File: src/stty_pkg.sv
// Package for the serial terminal receive-FIFO device.
// Holds the item structs, the operation, offset, command and result codes,
// and the FIFO sizing constants. Depends on nothing.
package stty_pkg;

    localparam int FIFO_DEPTH = 32;
    localparam int IDX_W      = $clog2(FIFO_DEPTH);
    localparam int FILL_W     = $clog2(FIFO_DEPTH + 1);

    localparam logic [1:0] OP_READ  = 2'd0;
    localparam logic [1:0] OP_WRITE = 2'd1;
    localparam logic [1:0] OP_RX    = 2'd2;

    localparam logic [11:0] OFS_PUT_CHAR    = 12'h000;
    localparam logic [11:0] OFS_BYTES_READY = 12'h004;
    localparam logic [11:0] OFS_CMD         = 12'h008;
    localparam logic [11:0] OFS_ADDR_LOW    = 12'h010;
    localparam logic [11:0] OFS_LENGTH      = 12'h014;
    localparam logic [11:0] OFS_ADDR_HIGH   = 12'h018;

    localparam logic [31:0] CMD_INT_DISABLE = 32'd0;
    localparam logic [31:0] CMD_INT_ENABLE  = 32'd1;
    localparam logic [31:0] CMD_WRITE_BUF   = 32'd2;
    localparam logic [31:0] CMD_READ_BUF    = 32'd3;

    localparam logic [1:0] KIND_STATUS   = 2'd0;
    localparam logic [1:0] KIND_TX_BYTE  = 2'd1;
    localparam logic [1:0] KIND_MEM_BYTE = 2'd2;
    localparam logic [1:0] KIND_XFER_REQ = 2'd3;

    typedef struct packed {
        logic [1:0]  operation;
        logic [11:0] address;
        logic [31:0] write_data;
        logic [7:0]  rx_byte;
    } t_in_item;

    typedef struct packed {
        logic [1:0]  kind;
        logic [31:0] read_data;
        logic [7:0]  byte_value;
        logic [63:0] mem_address;
        logic [31:0] transfer_length;
        logic        irq_level;
        logic [5:0]  bytes_free;
        logic        overflow;
        logic        last;
    } t_out_item;

endpackage

File: src/stty_ram.sv
// Generic single-port-write, single-port-read synchronous RAM.
// Read data is registered and updates only when a read is enabled.
// Depends on nothing.
module stty_ram #(
    parameter int DEPTH = 32,
    parameter int WIDTH = 8
) (
    input  logic                     i_clk,
    input  logic                     i_we,
    input  logic [$clog2(DEPTH)-1:0] i_waddr,
    input  logic [WIDTH-1:0]         i_wdata,
    input  logic                     i_re,
    input  logic [$clog2(DEPTH)-1:0] i_raddr,
    output logic [WIDTH-1:0]         o_rdata
);

    logic [WIDTH-1:0] r_mem [DEPTH];
    logic [WIDTH-1:0] r_rdata;

    always_ff @(posedge i_clk) begin
        if (i_we) begin
            r_mem[i_waddr] <= i_wdata;
        end
        if (i_re) begin
            r_rdata <= r_mem[i_raddr];
        end
    end

    assign o_rdata = r_rdata;

endmodule

File: src/serial_tty_rx_fifo_dma_device.sv
// Memory-mapped serial terminal with a receive FIFO and memory transfers.
// Depends on stty_pkg and stty_ram.
//
// Usage: each input item is a bus read, a bus write or one byte from the
// serial backend; it is accepted when i_in_valid and o_in_ready are high.
// Every item produces zero or more side results (an outgoing byte, memory
// byte writes, or a memory-to-serial transfer request) followed by exactly
// one status item with last set, on the o_out_valid/i_out_ready channel.
// The backend_connected register is written through i_cfg_valid/i_cfg_data;
// o_cfg_ready is always high.
//
// Sequencing: one item is handled at a time. A plain item goes from
// S_IDLE to S_STATUS, an item with a side result through S_SIDE first, and
// a drain alternates S_DRAIN_RD (a memory read) and S_DRAIN_WR (an output)
// per byte before S_STATUS. The next item is taken the cycle after the status
// item is loaded. Reset clears the indices, fill count, interrupt enable and
// transfer registers and sets backend_connected; the FIFO memory is not
// cleared, as only entries written by a receive are ever read. When
// i_out_ready is low, the output register keeps its item and states that load
// it wait; o_in_ready depends only on S_IDLE, not on i_out_ready.
module serial_tty_rx_fifo_dma_device (
    input  logic               i_clk,
    input  logic               i_rst_n,
    input  logic               i_in_valid,
    output logic               o_in_ready,
    input  stty_pkg::t_in_item i_in,
    output logic               o_out_valid,
    input  logic               i_out_ready,
    output stty_pkg::t_out_item o_out,
    input  logic               i_cfg_valid,
    output logic               o_cfg_ready,
    input  logic               i_cfg_data
);
    import stty_pkg::*;

    localparam logic [2:0] S_IDLE     = 3'd0;
    localparam logic [2:0] S_SIDE     = 3'd1;
    localparam logic [2:0] S_DRAIN_RD = 3'd2;
    localparam logic [2:0] S_DRAIN_WR = 3'd3;
    localparam logic [2:0] S_STATUS   = 3'd4;

    localparam logic [IDX_W-1:0]  LAST_IDX = IDX_W'(FIFO_DEPTH - 1);
    localparam logic [FILL_W-1:0] DEPTH_F  = FILL_W'(FIFO_DEPTH);

    // Control state
    logic [2:0]        r_state;
    logic [2:0]        n_state;
    logic              r_connected;
    logic [IDX_W-1:0]  r_ridx;
    logic [IDX_W-1:0]  r_widx;
    logic [FILL_W-1:0] r_fill;
    logic              r_irq_en;
    logic [63:0]       r_buf_addr;
    logic [31:0]       r_buf_len;
    logic              r_out_valid;

    // Item held while it is worked on
    logic [11:0]       r_addr;
    logic [31:0]       r_wd;
    logic [1:0]        r_op;
    logic              r_ovf;
    logic [31:0]       r_cnt;
    t_out_item         r_out;
    t_out_item         n_out;
    logic              n_load;

    logic              w_in_acc;
    logic              w_slot_free;
    logic              w_full;
    logic              w_side;
    logic              w_drain;
    logic              w_more;
    logic              w_ram_we;
    logic              w_ram_re;
    logic [7:0]        w_ram_rdata;

    assign o_in_ready  = (r_state == S_IDLE);
    assign o_cfg_ready = 1'b1;
    assign o_out_valid = r_out_valid;
    assign o_out       = r_out;

    assign w_in_acc    = i_in_valid && o_in_ready;
    assign w_slot_free = !r_out_valid || i_out_ready;
    assign w_full      = (r_fill == DEPTH_F);

    // An outgoing byte or a transfer request comes before the status item.
    assign w_side = (i_in.operation == OP_WRITE) && r_connected &&
                    ((i_in.address == OFS_PUT_CHAR) ||
                     ((i_in.address == OFS_CMD) && (i_in.write_data == CMD_WRITE_BUF) &&
                      (r_buf_len != 32'd0)));
    assign w_drain = (i_in.operation == OP_WRITE) && (i_in.address == OFS_CMD) &&
                     (i_in.write_data == CMD_READ_BUF);

    // Drain continues while length remains and the FIFO holds bytes.
    assign w_more   = (r_cnt < r_buf_len) && (r_fill != '0);
    assign w_ram_we = w_in_acc && (i_in.operation == OP_RX) && !w_full;
    assign w_ram_re = (r_state == S_DRAIN_RD) && w_more;

    stty_ram #(
        .DEPTH(FIFO_DEPTH),
        .WIDTH(8)
    ) u_fifo_ram (
        .i_clk  (i_clk),
        .i_we   (w_ram_we),
        .i_waddr(r_widx),
        .i_wdata(i_in.rx_byte),
        .i_re   (w_ram_re),
        .i_raddr(r_ridx),
        .o_rdata(w_ram_rdata)
    );

    always_comb begin
        n_state = r_state;
        n_load  = 1'b0;
        n_out   = '0;
        case (r_state)
            S_IDLE: begin
                if (w_in_acc) begin
                    if (w_side) begin
                        n_state = S_SIDE;
                    end else if (w_drain) begin
                        n_state = S_DRAIN_RD;
                    end else begin
                        n_state = S_STATUS;
                    end
                end
            end
            S_SIDE: begin
                if (w_slot_free) begin
                    n_load = 1'b1;
                    if (r_addr == OFS_PUT_CHAR) begin
                        n_out.kind       = KIND_TX_BYTE;
                        n_out.byte_value = r_wd[7:0];
                    end else begin
                        n_out.kind            = KIND_XFER_REQ;
                        n_out.mem_address     = r_buf_addr;
                        n_out.transfer_length = r_buf_len;
                    end
                    n_state = S_STATUS;
                end
            end
            S_DRAIN_RD: begin
                n_state = w_more ? S_DRAIN_WR : S_STATUS;
            end
            S_DRAIN_WR: begin
                if (w_slot_free) begin
                    n_load            = 1'b1;
                    n_out.kind        = KIND_MEM_BYTE;
                    n_out.byte_value  = w_ram_rdata;
                    n_out.mem_address = r_buf_addr + {32'd0, r_cnt};
                    n_state           = S_DRAIN_RD;
                end
            end
            S_STATUS: begin
                if (w_slot_free) begin
                    n_load = 1'b1;
                    n_out.kind = KIND_STATUS;
                    if ((r_op == OP_READ) && (r_addr == OFS_BYTES_READY)) begin
                        n_out.read_data = 32'(r_fill);
                    end
                    n_out.irq_level  = r_irq_en && (r_fill != '0);
                    n_out.bytes_free = 6'(DEPTH_F - r_fill);
                    n_out.overflow   = r_ovf;
                    n_out.last       = 1'b1;
                    n_state = S_IDLE;
                end
            end
            default: begin
                n_state = S_IDLE;
            end
        endcase
    end

    always_ff @(posedge i_clk) begin
        if (!i_rst_n) begin
            r_state     <= S_IDLE;
            r_connected <= 1'b1;
            r_ridx      <= '0;
            r_widx      <= '0;
            r_fill      <= '0;
            r_irq_en    <= 1'b0;
            r_buf_addr  <= '0;
            r_buf_len   <= '0;
            r_out_valid <= 1'b0;
        end else begin
            r_state     <= n_state;
            r_out_valid <= n_load || (r_out_valid && !i_out_ready);
            if (i_cfg_valid) begin
                r_connected <= i_cfg_data;
            end
            if (w_in_acc && (i_in.operation == OP_WRITE)) begin
                case (i_in.address)
                    OFS_ADDR_LOW:  r_buf_addr[31:0]  <= i_in.write_data;
                    OFS_ADDR_HIGH: r_buf_addr[63:32] <= i_in.write_data;
                    OFS_LENGTH:    r_buf_len         <= i_in.write_data;
                    OFS_CMD: begin
                        if (i_in.write_data == CMD_INT_DISABLE) begin
                            r_irq_en <= 1'b0;
                        end else if (i_in.write_data == CMD_INT_ENABLE) begin
                            r_irq_en <= 1'b1;
                        end
                    end
                    default: begin
                    end
                endcase
            end
            if (w_ram_we) begin
                r_widx <= (r_widx == LAST_IDX) ? '0 : r_widx + 1'b1;
                r_fill <= r_fill + 1'b1;
            end
            if (w_ram_re) begin
                r_ridx <= (r_ridx == LAST_IDX) ? '0 : r_ridx + 1'b1;
                r_fill <= r_fill - 1'b1;
            end
        end
    end

    // Payload registers: no reset needed
    always_ff @(posedge i_clk) begin
        if (w_in_acc) begin
            r_op   <= i_in.operation;
            r_addr <= i_in.address;
            r_wd   <= i_in.write_data;
            r_ovf  <= (i_in.operation == OP_RX) && w_full;
            r_cnt  <= '0;
        end else if ((r_state == S_DRAIN_WR) && w_slot_free) begin
            r_cnt <= r_cnt + 32'd1;
        end
        if (n_load) begin
            r_out <= n_out;
        end
    end

endmodule
File: config.mk
export PLATFORM = sky130hd
export DESIGN_NAME = serial_tty_rx_fifo_dma_device
export DESIGN_NICKNAME = d
export VERILOG_FILES = /design/src/stty_pkg.sv /design/src/stty_ram.sv /design/src/serial_tty_rx_fifo_dma_device.sv
export SDC_FILE = /design/constraint.sdc
export NUM_CORES = 1
export LEC_CHECK = 0
export BUFFER_PORTS_ARGS = -buffer_cell sky130_fd_sc_hd__clkbuf_2
export CAP_MARGIN = 20
export CORE_MARGIN = 2
export CORE_UTILIZATION = 51
export DETAILED_ROUTE_END_ITERATION = 10
export PLACE_DENSITY_LB_ADDON = 0.12
export SYNTH_ARGS = -nofsm -noshare
export SYNTH_HDL_FRONTEND = slang
export SYNTH_SLANG_ARGS = --single-unit
File: constraint.sdc
create_clock -name i_clk -period 9.2 [get_ports i_clk]
set_input_delay 1.38 -clock i_clk [delete_from_list [all_inputs] [get_ports i_clk]]
set_output_delay 1.38 -clock i_clk [all_outputs]
set_load 0.02 [all_outputs]
==> results of run 1 <==
==> layer usage <==
layer | global-route usage [%] | up-vias | wire length, um
li1 | - | 7947 | -
met1 | 34.6 | 8479 | 27300
met2 | 42.5 | 663 | 32200
met4 | 9.97 | 0 | 2410
met3 | 5.36 | 134 | 4890
met5 | 0 | - | 0
==> power breakdown <==
group          switching (W)  internal, W  total [W]  leakage [nW]
Combinational       0.000134    0.0000313   0.000165          4.13
Clock               0.000976      0.00140    0.00237         0.952
Sequential         0.0000111      0.00272    0.00273          5.01
Total                0.00112      0.00415    0.00527          10.1
==> per-stage QoR <==
stage	hold slack, ps	setup WS (ps)	power, W
after floorplan	442	2120	0.00287
after global placement	456	5030	0.00295
after detailed placement	460	4850	0.00295
after CTS	468	4860	0.00531
after global routing	490	4340	0.00542
final	470	4840	0.00527
==> placed cells by master, fill, tap and decap left out, drive strengths merged, types with 38 or more instances in the layout <==
cell type    n
edfxtp     408
nand2      326
clkbuf     262
nor2       155
a21oi      150
dfxtp      150
mux4        80
ha          76
o21ai       74
inv         56
nand3       45
xor2        38
==> critical path, delay by kind of cell, from the launching register on <==
kind,cells,cell delay (ps)
simple gates,5,660
compound gates,8,1970
fa+ha+maj,2,640
flops,1,490
buf+inv,1,480
==> layout make-up <==
type,instances,share of cell area [%]
tap,664,2.91
sequential,558,53.4
timing repair buffer,197,3.65
inverter,56,0.740
clock buffer,80,5.80
clock inverter,29,0.990
multi-input combinational,1347,32.5
antenna,2,0.0175
==> registers in the layout, summed over array words and instances, names as in the netlist <==
signal	count
r_buf_addr	64
u_fifo_ram.o_rdata	8
o_out_valid	1
r_buf_len	32
r_irq_en	1
r_state	3
r_cnt	32
r_wd	8
u_fifo_ram.r_mem	256
r_ridx	5
r_ovf	1
r_connected	1
r_widx	5
r_op	2
o_out	121
r_addr	12
r_fill	6
==> cells by family (layout without fill, tap and decap cells) <==
group,Yosys count,in the layout,synth area share (%)
compound gates,370,370,9.22
mux,92,92,7.67
other cells,2,29,0.0298
fa+ha+maj,78,78,3.93
flops,558,558,60.5
buf+inv,182,362,3.22
xor+xnor,60,60,2.09
simple gates,720,720,13.3
==> final timing paths <==
kind | from | endpoint | slack [ps]
max | r_cnt[7] | r_fill[5] | 4840
max reg2reg | r_cnt[7] | r_fill[5] | 4840
min | r_buf_len[18] | r_buf_len[18] | 470
min reg2reg | r_buf_len[18] | r_buf_len[18] | 470
==> out/metrics.csv, run 1 <==
metric,value,unit
initial antenna violation count,2,
endpoints failing setup,0,
core region area,48800,sq um
Routed wire per std cell,22.8,um
clock sinks,558,
critical path's slowest cell,dfxtp_1,
most numerous cell in the Yosys netlist,edfxtp_1,
Initial Utilization,51.6,%
share of cells above drive strength 1,18.0,%
dominant synthesized flop cell,edfxtp_1,
Slew headroom,29.3,%
DP Area,26600,sq um
class of the worst hold path,reg2reg,
drt first pass iters,6,
maxcap violations,0,
root buffer cell,clkbuf_16,
Netlist cell types,82,
Post-CTS Setup Bufs,0,
routability cong.,0.935,
Setup Skew,16.8,ps
Layout Nets,2356,
multi-input logic area,9270,sq um
CTS tree,done,
Resized cells post-CTS,0,
antenna-violating nets left,0,
crit path kind,reg2reg,
chip height,226,um
R2R depth,16,
ys async rst share,0,%
min cycle time layout,4360,ps
synth-to-layout area growth,13.3,%
final number of max-transition violations,0,
via/cell ratio,5.87,
Placed Cells incl. Taps,2820,
Ports,210,
pin count of the biggest net entering global routing,77,
f_max,230,MHz
synthesized area per cell,12.2,sq um
total CTS buffers,58,
CP startpoint kind,flop,
H-tree Lvls,2,
Synth top area share,48.6,%
unrepaired setup endpoints after global routing,false,
status,"finished, final reports clean",
crit-path cells,ha_1 -> nand2_1 -> nor2_1 -> a2111oi_0 -> o21ai_0 -> a22oi_1 -> a21oi_2 -> inv_1 -> ha_1 -> a21o_1 -> a21oi_1 -> nor2b_1 -> o21ai_0 -> nand2b_1 -> or3_1 -> o311ai_0,
clk_lat worst skew,630,ps
measured slew at the worst slew-check pin,1060,ps
Final Hold Fails,0,
DP HPWL,45300,um
CTS Buffer Depth,3,
hold bufs inserted after CTS,0,
global-route wire length before repair,98800,um
Crit path largest cell delay,490,ps
"area leader, netlist",edfxtp_1,
Overflow after GRT,0,
number of synthesized register bits,558,
Worst Path Arrival,4870,ps
vias in the first global route,16400,
register area,15300,sq um
Peak VDD IR,0.215,mV
worst-path fanout max,17,
die width,226,um
Pleak,10.1,nW
Fillers,4029,
Final Routed Wirelength,66800,um
gr usage total,26.1,%
"top cells by area, synth","edfxtp_1 (49%), dfxtp_1 (12%), mux4_2 (7.2%), nand2_1 (4.9%), ha_1 (3.8%)",
DR vias,17200,
DRC viols,0,
top post-synthesis cells by count,"edfxtp_1 (408), nand2_1 (326), nor2_1 (155)",
final worst-path cycle share,47.3,%
row cnt,81,
die area,51200,sq um
worst hold path depth,2,
Finished Layout Cells,2933,
Ys Warns,0,
synthesized area,25200,sq um
fin util,58.5,%
cell area after layout,28600,sq um
Pwr Density,185,nW/um^2
Final TNS setup,0,ps
Post-synth EDFFs,408,
# port buffers,182,
clock transition at the registers of the reported paths,60,ps
starting DRC count in detailed routing,1706,
CP required,9720,ps
Worst Setup End Kind,flop,
Cells after Synth,2062,
sequential area share after synthesis,60.5,%
No activity file was read; power rests on OpenSTA's default activity.
==> run 2, diff against run 1 <==
clock period = 4.1 ns   (was 9.2 ns; I/O delays follow)
==> run 2 against run 1 <==
Against the previous run:
- fmax grew 15%
- total power grew 130%
- utilization grew 0.40 points
- via count grew 0.20%
==> out/metrics.csv, run 2 (synthesis results as in run 1) <==
metric,value,unit
Crit path largest cell delay,390,ps
Critical R2R Launch,r_buf_len[17],
starting DRC count in detailed routing,1631,
"most common cell after layout, fill and taps aside",edfxtp_1,
unrepaired setup endpoints after global routing,false,
chip height,226,um
vias in the first global route,16500,
Worst Setup End Kind,flop,
DP HPWL,45300,um
reg2reg setup slack,330,ps
CP startpoint kind,flop,
share of cells above drive strength 1,18.8,%
clock transition at the registers of the reported paths,60,ps
class of the worst hold path,in2reg,
Pwr Density,421,nW/um^2
synth-to-layout area growth,14.1,%
# port buffers,182,
die area,51200,sq um
R2R depth,17,
CTS Buffer Depth,3,
core region area,48800,sq um
min cycle time layout,3770,ps
Met3 Wirelength,4480,um
endpoints failing setup,0,
initial antenna violation count,0,
final number of max-transition violations,0,
CTS tree,done,
via/cell ratio,5.87,
Largest register FFs,256,
Ports,210,
pin count of the biggest net entering global routing,62,
worst-path fanout max,7,
Pleak,10.2,nW
worst hold endpoint,r_addr[5],
Antenna Cells,0,
crit-path cells,inv_1 -> ha_1 -> a211oi_1 -> o21bai_1 -> a211oi_1 -> o21ai_1 -> o41ai_2 -> a21oi_2 -> inv_2 -> ha_1 -> a21o_1 -> a21oi_1 -> nor2b_1 -> o21ai_0 -> nand2b_1 -> or3_1 -> o311ai_0,
total CTS buffers,59,
Final TNS setup,0,ps
Metal-1 WL,27400,um
WL met2,31200,um
gr usage total,25.8,%
Peak VDD IR,0.364,mV
Overflow after GRT,0,
routability cong.,0.936,
most frequent cells in the layout,"edfxtp_1 (408), nand2_1 (326), clkbuf_2 (182), nor2_1 (154), a21oi_1 (149)",
clk_lat worst skew,630,ps
measured slew at the worst slew-check pin,1110,ps
maxcap violations,0,
drt first pass iters,8,
DRC viols,0,
Layout Nets,2365,
DR vias,17300,
CP required,4600,ps
CP startpoint,r_buf_len[17],
Worst Min Path Start,i_in[45],
Slew headroom,25.6,%
antenna-violating nets left,0,
status,"finished, final reports clean",
f_max,265,MHz
Worst Path Arrival,4280,ps
Setup Skew,27.5,ps
Top reg by flops,u_fifo_ram.r_mem,
row cnt,81,
global-route wire length before repair,98500,um
crit path kind,reg2reg,
Final Routed Wirelength,65700,um
critical path's slowest cell,o41ai_2,
reg2reg end,r_fill[5],
worst hold path depth,1,
Routed wire per std cell,22.3,um
final worst-path cycle share,92.0,%
die width,226,um
hold_ws,182,ps
Final Hold Fails,0,
root buffer cell,clkbuf_16,
H-tree Lvls,2,
Top Metal Used,met4,
Initial Utilization,51.6,%
clock sinks,558,
run 2: worst max-delay path by stage:
stage	endpoint	slack (ps)	cells after the start
6_report	r_fill[5]	330	17
5_1_grt	r_fill[5]	90	17
4_1_cts	r_fill[5]	240	17
3_5_place_dp	r_fill[5]	270	17
3_3_place_gp	r_fill[5]	440	17
2_1_floorplan	r_fill[5]	640	17
run 2: critical path, delay by kind of cell (launching register included):
| kind | cells | cell delay [ps] |
|---|---|---|
| AO/OA/AOI/OAI | 10 | 1920 |
| adder cells (fa/ha/maj) | 2 | 570 |
| buffers and inverters | 2 | 230 |
| flip-flops | 1 | 360 |
| AND/OR/NAND/NOR | 3 | 560 |
run 2: repair_timing:
item	in CTS	in global routing
resized for setup	0	2
endpoints found under the setup margin	0	1
hold buffers	0	0
buffers inserted	0	0
run 2: through the flow:
stage	setup slack [ps]	area (sq um)	utilization, %	instances	power (W)
final	326	28800	58.9	2941	0.0121
after global routing	91.2	28800	58.9	2941	0.0124
after CTS	240	28700	58.8	2941	0.0122
after detailed placement	273	26700	54.7	2830	0.00662
after global placement	442	26700	54.7	2830	0.00662
after floorplan	636	25300	-	2087	0.00643
run 2: layer usage:
layer | global-route usage, % | vias up
li1 | - | 7969
met1 | 34.8 | 8473
met2 | 41.6 | 673
met3 | 4.28 | 142
met4 | 11.0 | 0
met5 | 0 | -
run 2: area by class of cell:
cell class,count,area (sq um)
fillers,4012,20100
clock buffers,78,1620
repair buffers,205,1130
flip-flops and latches,558,15300
well taps,664,831
multi-input cells,1347,9270
inverters,56,211
clock inverters,33,432
run 2: report_power, final:
part	internal, W	total, W	switching (W)	leakage (nW)
Combinational	0.0000742	0.000373	0.000299	4.17
Clock	0.00336	0.00559	0.00223	1.00
Sequential	0.00611	0.00613	0.0000244	5.01
Total	0.00954	0.0121	0.00256	10.2
==> run 3, diff against run 2 <==
CELL_PAD_IN_SITES_DETAIL_PLACEMENT = 1   (was not set)
CELL_PAD_IN_SITES_GLOBAL_PLACEMENT = 2   (was not set)
CORE_UTILIZATION = 41   (was 51)
==> run 3 against run 2 <==
Against the previous run:
- clock power grew 0.9%
- sequential share of layout area shrank 0.56 points
- register-to-register slack lost 30 ps
- sequential power is essentially flat
- critical endpoint unchanged
==> out/metrics.csv, run 3 (synthesis results as in run 1) <==
metric,value,unit
crit path kind,reg2reg,
Worst Setup End Kind,flop,
Pleak,10.3,nW
critical path's slowest cell,o41ai_2,
final worst-path cycle share,92.7,%
via/cell ratio,5.57,
Fillers,6311,
gr usage total,23.8,%
Logic pwr share,3.1,%
CP required,4610,ps
measured slew at the worst slew-check pin,974,ps
f_max,263,MHz
final number of max-transition violations,0,
drt first pass iters,5,
Overflow after GRT,0,
pin count of the biggest net entering global routing,107,
Resized cells post-CTS,0,
Finished Layout Cells,3077,
Crit path largest cell delay,420,ps
Antenna Cells,0,
Switch Pwr,0.00267,W
H-tree Lvls,2,
hold bufs inserted after CTS,0,
CP startpoint kind,flop,
synth-to-layout area growth,15.3,%
sequential share of power,50.4,%
DRC viols,0,
initial antenna violation count,0,
Layout Nets,2381,
die width,252,um
die area,63500,sq um
min cycle time layout,3800,ps
Post-CTS Setup Bufs,0,
core region area,60600,sq um
unrepaired setup endpoints after global routing,false,
routability cong.,0.859,
clk_lat worst skew,650,ps
status,"finished, final reports clean",
worst hold path depth,1,
CTS Buffer Depth,3,
Final TNS setup,0,ps
global-route wire length before repair,113000,um
Final Hold Fails,0,
total CTS buffers,61,
worst-path fanout max,5,
Worst path depth,17,
share of cells above drive strength 1,19.2,%
starting DRC count in detailed routing,1024,
Worst Path Arrival,4310,ps
Crit path buffers/inverters,3,
Slew headroom,35.0,%
row cnt,90,
endpoints failing setup,0,
DR vias,17100,
antenna-violating nets left,0,
reg2reg setup slack,300,ps
Ports,210,
CP top delay family,compound AO/OA/AOI/OAI gates,
Final Routed Wirelength,75500,um
hold_ws,165,ps
Top reg by flops,u_fifo_ram.r_mem,
DP HPWL,52800,um
vias in the first global route,17800,
clock transition at the registers of the reported paths,60,ps
dpl ws,390,ps
cell-internal power,0.00949,W
Clock power frac,46.4,%
crit-path cells,inv_1 -> ha_1 -> a211oi_1 -> o21bai_1 -> a211oi_1 -> o21ai_1 -> o41ai_2 -> a21oi_2 -> inv_1 -> buf_4 -> ha_1 -> a21oi_1 -> nor2b_1 -> o21ai_0 -> nand2b_1 -> or3_1 -> o311ai_0,
Peak VDD IR,0.377,mV
Routed wire per std cell,24.5,um
Initial Utilization,41.6,%
Largest register FFs,256,
chip height,252,um
CTS tree,done,
"most common cell after layout, fill and taps aside",edfxtp_1,
class of the worst hold path,in2reg,
most frequent cells in the layout,"edfxtp_1 (408), nand2_1 (326), clkbuf_2 (182), nor2_1 (154), a21oi_1 (149)",
Placed Cells incl. Taps,2961,
# port buffers,182,
Setup Skew,24.2,ps
maxcap violations,0,
clock sinks,558,
setup ws final,300,ps
Pwr Density,418,nW/um^2
root buffer cell,clkbuf_16,
R2R depth,17,
Sw Ratio,22.0,%
## run 3: power groups by stage
| stage | clock network (W) | registers [W] | logic [W] |
|---|---|---|---|
| after floorplan | 0 | 0.00630 | 0.000131 |
| final | 0.00564 | 0.00613 | 0.000382 |
| after global placement | 0 | 0.00625 | 0.000379 |
| after detailed placement | 0 | 0.00625 | 0.000386 |
| after CTS | 0.00577 | 0.00613 | 0.000387 |
| after global routing | 0.00595 | 0.00614 | 0.000406 |
## run 3: cell type report
| type | count | area (sq um) | area share [%] |
|---|---|---|---|
| clock buffers | 85 | 1720 | 5.91 |
| multi-input cells | 1347 | 9280 | 31.9 |
| flip-flops and latches | 558 | 15300 | 52.5 |
| clock inverters | 30 | 355 | 1.22 |
| repair buffers | 219 | 1260 | 4.33 |
| inverters | 56 | 211 | 0.728 |
| well taps | 782 | 978 | 3.37 |
## run 3: worst paths after layout
kind,from,endpoint
worst min register to register,r_buf_len[6],r_buf_len[6]
worst min-delay path,i_in[45],r_addr[5]
worst max-delay path,r_buf_len[17],r_fill[5]
worst max register to register,r_buf_len[17],r_fill[5]
## run 3: per-stage QoR
stage | total power (W) | instance area, sq um | util [%]
after floorplan | 0.00643 | 25300 | -
after global placement | 0.00663 | 26900 | 44.5
after detailed placement | 0.00664 | 27000 | 44.5
after CTS | 0.0123 | 29000 | 47.9
after global routing | 0.0125 | 29100 | 48.0
final | 0.0122 | 29100 | 48.0
## run 3: routing by layer
layer	part of all wire (%)	global-route usage, %
met5	0	0
met4	2.2	6.19
met3	4.6	3.20
met2	49	39.9
met1	45	32.6
